### src/design/nsi_pkg.sv
// ----------------------------------------------------------------------------
// nsi_pkg
// shared constants and types of the nearest segment intersection block
// ----------------------------------------------------------------------------
package nsi_pkg;

	localparam int MAX_SEGMENTS_DEF = 256;
	localparam int COORD_WIDTH_DEF  = 24;

	// item kinds
	localparam logic [1:0] KIND_CLEAR  = 2'd0;
	localparam logic [1:0] KIND_APPEND = 2'd1;
	localparam logic [1:0] KIND_QUERY  = 2'd2;

	// status codes
	localparam logic STATUS_OK   = 1'b0;
	localparam logic STATUS_FULL = 1'b1;

	typedef struct packed {
		logic done;
		logic any;
	} scan_stat_t;

endpackage

### src/design/nsi_div.sv
// ----------------------------------------------------------------------------
// nsi_div
// hit point along one axis: base + floor(tn * (tip - base) / dt),
// restoring division one quotient bit per cycle
// ----------------------------------------------------------------------------
module nsi_div #(
	parameter int COORD_WIDTH = nsi_pkg::COORD_WIDTH_DEF,
	localparam int W  = COORD_WIDTH,
	localparam int DW = W + 1,
	localparam int UW = 2 * DW
) (
	input  logic                clk,
	input  logic                arst_n,
	input  logic                start,
	input  logic [UW-1:0]       tn,
	input  logic [UW-1:0]       dt,
	input  logic signed [W-1:0] base,
	input  logic signed [W-1:0] tip,
	output logic                done,
	output logic signed [W-1:0] result
);

	localparam int HW = (UW + 1) / 2;
	localparam int LW = UW - HW;
	localparam int NW = UW + DW;
	localparam int KW = $clog2(DW + 1);

	typedef enum logic [4:0] {
		D_IDLE = 5'b00001,
		D_MUL  = 5'b00010,
		D_SUM  = 5'b00100,
		D_DIV  = 5'b01000,
		D_FIN  = 5'b10000
	} dstate_t;

	dstate_t state_q;
	logic [KW-1:0]        cnt_q;
	logic                 neg_q;
	logic [DW-1:0]        mag_q;
	logic [UW-1:0]        tn_q, dt_q;
	logic signed [W-1:0]  base_q;
	logic [HW+DW-1:0]     lo_q;
	logic [LW+DW-1:0]     hi_q;
	logic [NW-1:0]        rem_q, dsh_q;
	logic [DW-1:0]        quo_q;
	logic signed [DW-1:0] diff;
	logic signed [DW:0]   qs;
	logic signed [DW:0]   sum;

	assign diff = DW'(tip) - DW'(base);

	always_ff @(posedge clk or negedge arst_n) begin
		if (!arst_n) begin
			state_q <= D_IDLE;
			cnt_q   <= '0;
		end else begin
			case (state_q)
				D_IDLE: begin
					if (start) begin
						state_q <= D_MUL;
					end
				end
				D_MUL: state_q <= D_SUM;
				D_SUM: begin
					state_q <= D_DIV;
					cnt_q   <= '0;
				end
				D_DIV: begin
					cnt_q <= cnt_q + KW'(1);
					if (cnt_q == KW'(DW - 1)) begin
						state_q <= D_FIN;
					end
				end
				D_FIN: state_q <= D_IDLE;
				default: state_q <= D_IDLE;
			endcase
		end
	end

	always_ff @(posedge clk) begin
		case (state_q)
			D_IDLE: begin
				if (start) begin
					neg_q  <= diff[DW-1];
					mag_q  <= diff[DW-1] ? DW'(-diff) : DW'(diff);
					tn_q   <= tn;
					dt_q   <= dt;
					base_q <= base;
				end
			end
			D_MUL: begin
				lo_q <= (HW+DW)'(tn_q[HW-1:0]) * (HW+DW)'(mag_q);
				hi_q <= (LW+DW)'(tn_q[UW-1:HW]) * (LW+DW)'(mag_q);
			end
			D_SUM: begin
				rem_q <= NW'(lo_q) + (NW'(hi_q) << HW);
				dsh_q <= NW'(dt_q) << (DW - 1);
				quo_q <= '0;
			end
			D_DIV: begin
				if (rem_q >= dsh_q) begin
					rem_q <= rem_q - dsh_q;
					quo_q <= {quo_q[DW-2:0], 1'b1};
				end else begin
					quo_q <= {quo_q[DW-2:0], 1'b0};
				end
				dsh_q <= dsh_q >> 1;
			end
			default: ;
		endcase
	end

	// negative numerator rounds away from zero when a remainder is left
	always_comb begin
		qs = $signed({1'b0, quo_q});
		if (neg_q) begin
			qs = -(qs + (DW+1)'(rem_q != '0));
		end
		sum = (DW+1)'(base_q) + qs;
	end

	assign done   = state_q == D_FIN;
	assign result = sum[W-1:0];

endmodule

### config.mk
export PLATFORM = sky130hd
export DESIGN_NAME = nsi_div
export DESIGN_NICKNAME = d
export VERILOG_FILES = /design/src/design/nsi_pkg.sv /design/src/design/nsi_div.sv
export SDC_FILE = /design/constraint.sdc
export NUM_CORES = 2
export LEC_CHECK = 0
export ABC_AREA = 1
export ABC_CLOCK_PERIOD_IN_PS = 37400
export BUFFER_PORTS_ARGS = -buffer_cell sky130_fd_sc_hd__buf_2
export CORE_ASPECT_RATIO = 1.4
export CORE_UTILIZATION = 65
export CTS_CLUSTER_SIZE = 10
export DETAILED_ROUTE_END_ITERATION = 10
export PLACE_DENSITY_LB_ADDON = 0.1
export SLEW_MARGIN = 20
export SYNTH_ARGS = -nofsm -noshare
export SYNTH_HDL_FRONTEND = slang
export SYNTH_SLANG_ARGS = --single-unit
### constraint.sdc
create_clock -name clk -period 37.4 [get_ports clk]
set_input_delay 3.74 -clock clk [delete_from_list [all_inputs] [get_ports clk]]
set_output_delay 3.74 -clock clk [all_outputs]
set_load 0.02 [all_outputs]
* Yosys cells after proc, flatten, opt, wreduce, memory -nomap -nowiden
Cells that the tools add are included.
W data, S select, Z words.
** Storage, ports and cells
- Bits in registers :: 434
- Output and inout port bits :: 25
- Word-level logic and storage cells :: 49
** Cells by class
- $add $sub $neg :: 8
- Multipliers :: 2
- Order comparisons :: 1
- Equality and inequality tests :: 9
- Muxes and demuxes :: 11
- Reductions and logical operators :: 5
** Operators with widths (count)
- $pmux W75 S2 :: 2
- $mul A25 B25 Y50 :: 2
- $add A50 B75 Y75 :: 1
- $ge A75 B75 Y1 :: 1
- $mux W75 :: 1
- $reduce_bool A75 Y1 :: 1
- $sub A75 B75 Y75 :: 1
- $mux W24 :: 2
- $pmux W24 S2 :: 1
- $neg A25 Y25 :: 1
- $sub A24 B24 Y25 :: 1
- $add A24 B1 Y24 :: 1
- $add A24 B24 Y24 :: 1
- $neg A24 Y24 :: 1
- $pmux W5 S4 :: 1
- $eq A5 B5 Y1 const B :: 2
- $mux W5 :: 2
- $pmux W5 S2 :: 1
- $ne A2 B2 Y1 const B :: 3
- $reduce_and A2 Y1 :: 3
- $add A5 B1 Y5 const B :: 1
- $eq A5 B1 Y1 const B :: 1
- $eq A5 B2 Y1 const B :: 1
- $eq A5 B3 Y1 const B :: 1
- other kinds (3) :: 3

* Depth between registers and ports, before layout
- Word-level depth :: 5
- Depth in mapped cells :: 31
- Mapped depth without buffers :: 29

* Least setup slack after synthesis
Ideal clock, no wire load.
- Path type :: input to register
- From :: input port start
- To :: register base_q[0] (enable)
- Setup time :: 0.844 ns
- Arrival :: 13.983 ns
- Setup slack :: 22.573 ns
- Stages :: 2
- Path buffers :: 0
- Cells stage by stage :: nor2_1 > nor3_1
** On the way
- Longest elaborated chain between the ends :: 1
** RTL lines
- start, declared :: line nsi_div.sv:14 : input logic start,
- $reduce_and A2 Y1 (no source line)
- end signal, assigned :: line nsi_div.sv:88 : base_q <= base;
- end, declared :: line nsi_div.sv:41 : logic signed [W-1:0] base_q;
Every way passes these cells.
A chain may end at the register's enable or synchronous reset.

* Worst setup path in the final report
- From :: register rem_q[33]
- To :: output port result[21]
** On the way
- Longest elaborated chain between the ends :: 5
** RTL lines
- start, declared :: line nsi_div.sv:44 : logic [NW-1:0] rem_q, dsh_q;
- start signal, assigned :: line nsi_div.sv:96 : rem_q <= NW'(lo_q) + (NW'(hi_q) << HW);
- start signal, assigned :: line nsi_div.sv:102 : rem_q <= rem_q - dsh_q;
- $reduce_bool A75 Y1 :: line nsi_div.sv:117 : qs = -(qs + (DW+1)'(rem_q != '0));
- $add A24 B1 Y24 :: line nsi_div.sv:117
- $neg A24 Y24 :: line nsi_div.sv:117
- $mux W24 :: line nsi_div.sv:116 : if (neg_q) begin
- $add A24 B24 Y24 :: line nsi_div.sv:119 : sum = (DW+1)'(base_q) + qs;
- end, declared :: line nsi_div.sv:20 : output logic signed [W-1:0] result
Every way passes these cells.

==> impl_metrics.ini <==
[drt]
totalWireLength_mm = 210
ant_nets = 0
vias = 60700
wl_met1_mm = 73.5
first_iter_violations = 4409
topRoutingLayerUsed = met5
routedWlPerCell_um = 19.5
dr.pass1.iters = 6
wl_met2_mm = 106
dr_wl_met3_mm = 15.4
drc = 0
viasPerCell = 5.64

[synthesis]
syn_nets = 11100
yosys_warnings = 0
synth_area_per_cell_um2 = 7.69
synth-main-ff-cell = edfxtp_1
yosysSeqAreaShare_pct = 18.1
syn_area_um2 = 71600
ys_types = 55
synthesis.instances = 9316
async_reset_ff_share_pct = 2.31
synth_seq_cells = 433
synth_edf_count = 423

[placement]
place_hpwl_mm = 167
dp_cells = 10700
port_buffers = 175
place_congestion = 1.01

[grt]
antenna_found_initial = 2
grt.total_usage_pct = 38.7
grt_max_degree = 90
grt_pass1_vias = 64800
grt_pass1_wl_mm = 333
overflow = 0

[layout]
regArea_um2 = 13000
layout_commonest_cell = inv_1
synthToLayoutAreaGrowth_pct = 5.13
nFillCells = 8979
multi_input_area_um2 = 48200
finalNonFillerCells = 10800
nets = 11000
mostFrequentLayoutCells = inv_1 (2458), nand2_1 (2370), fa_1 (1056)
drive_gt1_share_pct = 4.29
final_core_util_pct = 69.1

[clock_tree]
cts-root-buf = clkbuf_16
cts_tree = yes
clk_pin_slew_ns = 0.06
numCtsBuffers = 53
cts_resized = 0
numClockSinks = 433
clockBufferDepth = 3
cts_hold_buf = 0
postCtsSetupRepairBufs = 0
htreeDepth = 2
insertion_delay_ns = 0.69

[timing]
grt_setup_unrepaired = false
finalClockSkew_ns = 0.0661
max_slew_margin_pct = 17.5
tightest_slew_ns = 1.24
finalSetupTns_ns = 0
fin_crit_ns = 10.72
setup_viol = 0
fmax_mhz = 93.3
hold_violations = 0
slew_viol_final = 0
period_share_pct = 28.7

[setup_path]
crit_path_end_kind = primary output
critPathKind = reg2out
cp_top_family = simple AND/OR/NAND/NOR gates
r2r_start = mag_q[12]$_DFFE_PP_
arrival_ns = 6.98
critPathMaxStageDelay_ns = 0.55
required_ns = 33.66
crit_fanout = 5
critPathLaunchType = flop
crit_start = rem_q[33]$_DFFE_PP_
crit_slowest_cell = nor3_1
crit_buf_inv = 3

[run]
cap_violations = 0

[floorplanning]
dieHeight_um = 395
row_count = 143
core_um2 = 109000
die_x_um = 283
start_util_pct = 65.8
die-area_um2 = 112000
pin_count = 176

[min_path]
min-delay-start = dt_q[6]$_DFFE_PP_
hold_path.class = reg2reg

[outcome]
outcome = finished clean
-- worst paths after layout --
check                                              end  slack [ns]  cells past startpoint
worst max-delay path                        result[21]       26.68                     25
worst min-delay path               dsh_q[30]$_DFFE_PN_        0.52                      2
worst max register to register      hi_q[38]$_DFFE_PP_       29.56                     24
worst min register to register     dsh_q[30]$_DFFE_PN_        0.52                      2
max in group asynchronous       state_q[0]$_DFFE_PN1P_       34.20                      1
min in group asynchronous       state_q[1]$_DFFE_PN0P_        2.95                      1
-- sequential cells by signal, summed over array words and instances, names as in the netlist --
name,flops
base_q,24
dt_q,50
quo_q,24
cnt_q,5
state_q,5
hi_q,50
tn_q,50
lo_q,50
rem_q,75
mag_q,25
neg_q,1
dsh_q,74
-- metrics by stage --
stage | worst slack, ns | hold slack [ns] | instance area [µm²]
finish | 26.68 | 0.524 | 75300
global route | 26.67 | 0.548 | 75300
CTS | 26.83 | 0.527 | 75200
detailed placement | 27.54 | 0.518 | 73600
global placement | 27.44 | 0.513 | 73600
floorplan | 22.57 | 0.473 | 71700
-- routing by layer --
| metal | track usage, % | vias up |
|---|---|---|
| met5 | 0 | - |
| met4 | 23.9 | 2 |
| met1 | 42.9 | 29300 |
| li1 | - | 27800 |
| met3 | 6.20 | 887 |
| met2 | 68.6 | 2691 |
-- worst register-to-register path, delay by kind of cell, from the launching register on --
| family | cells | cell delay (ns) |
|---|---|---|
| adder cells (fa/ha/maj) | 8 | 4.03 |
| AND/OR/NAND/NOR | 8 | 1.17 |
| buffers and inverters | 6 | 1.02 |
| AO/OA/AOI/OAI | 2 | 0.49 |
| flip-flops | 1 | 0.84 |
-- cell type report --
type / instances / area share [%]
diodes: 1 / 0.00332
flip-flops and latches: 433 / 17.2
clock inverters: 12 / 0.188
repair buffers: 257 / 2.05
inverters: 2460 / 12.3
clock buffers: 68 / 1.92
multi-input cells: 6081 / 64.0
well taps: 1450 / 2.41
-- kinds of logic (layout without fill, tap and decap cells) --
| group | after synthesis | after routing | synth area share [%] |
|---|---|---|---|
| AND/OR/NAND/NOR | 3424 | 3424 | 19.3 |
| buffers and inverters | 2802 | 2797 | 14.7 |
| adder cells (fa/ha/maj) | 1600 | 1600 | 39.0 |
| AO/OA/AOI/OAI | 882 | 882 | 6.74 |
| flip-flops | 433 | 433 | 18.1 |
| XOR/XNOR | 175 | 175 | 2.14 |
| other | 0 | 1 | 0 |
-- synth_stat cells (2+ instances only) --
cell type | count | area [µm²]
nor3_2 | 4 | 40.0
o21ai_2 | 6 | 52.6
or2_2 | 14 | 87.6
nor2_4 | 2 | 22.5
nand2_2 | 18 | 113
a211oi_1 | 4 | 30.0
a21oi_1 | 362 | 1810
nor3b_1 | 5 | 37.5
nand3_2 | 8 | 80.1
o22ai_1 | 4 | 25.0
nand3_1 | 245 | 1230
xor2_1 | 102 | 893
nor3_1 | 68 | 340
inv_1 | 2459 | 9230
buf_2 | 3 | 15.0
o21ai_1 | 11 | 55.1
o21ai_0 | 328 | 1640
nand2_1 | 2372 | 8900
nor4_1 | 44 | 275
a21o_1 | 30 | 225
fa_1 | 1056 | 21100
nor2_1 | 553 | 2080
o21bai_1 | 29 | 218
nand3b_1 | 26 | 195
o31ai_1 | 3 | 22.5
ha_1 | 544 | 6810
nor2_2 | 6 | 37.5
buf_1 | 7 | 26.3
a31oi_1 | 49 | 307
nand4_1 | 46 | 288
o21a_1 | 23 | 173
nand2_4 | 4 | 45.0
xnor2_1 | 73 | 639
a221oi_1 | 2 | 17.5
clkbuf_1 | 329 | 1230
o211ai_1 | 4 | 30.0
dfrtp_1 | 9 | 225
and3_1 | 3 | 18.8
nor4_2 | 2 | 25.0
edfxtp_1 | 423 | 12700
a21boi_0 | 20 | 150
o221ai_1 | 3 | 26.3
Power is left out: the tool's default activity adds up to more than one toggle a clock period on the data nets, which glitch-free logic cannot reach.
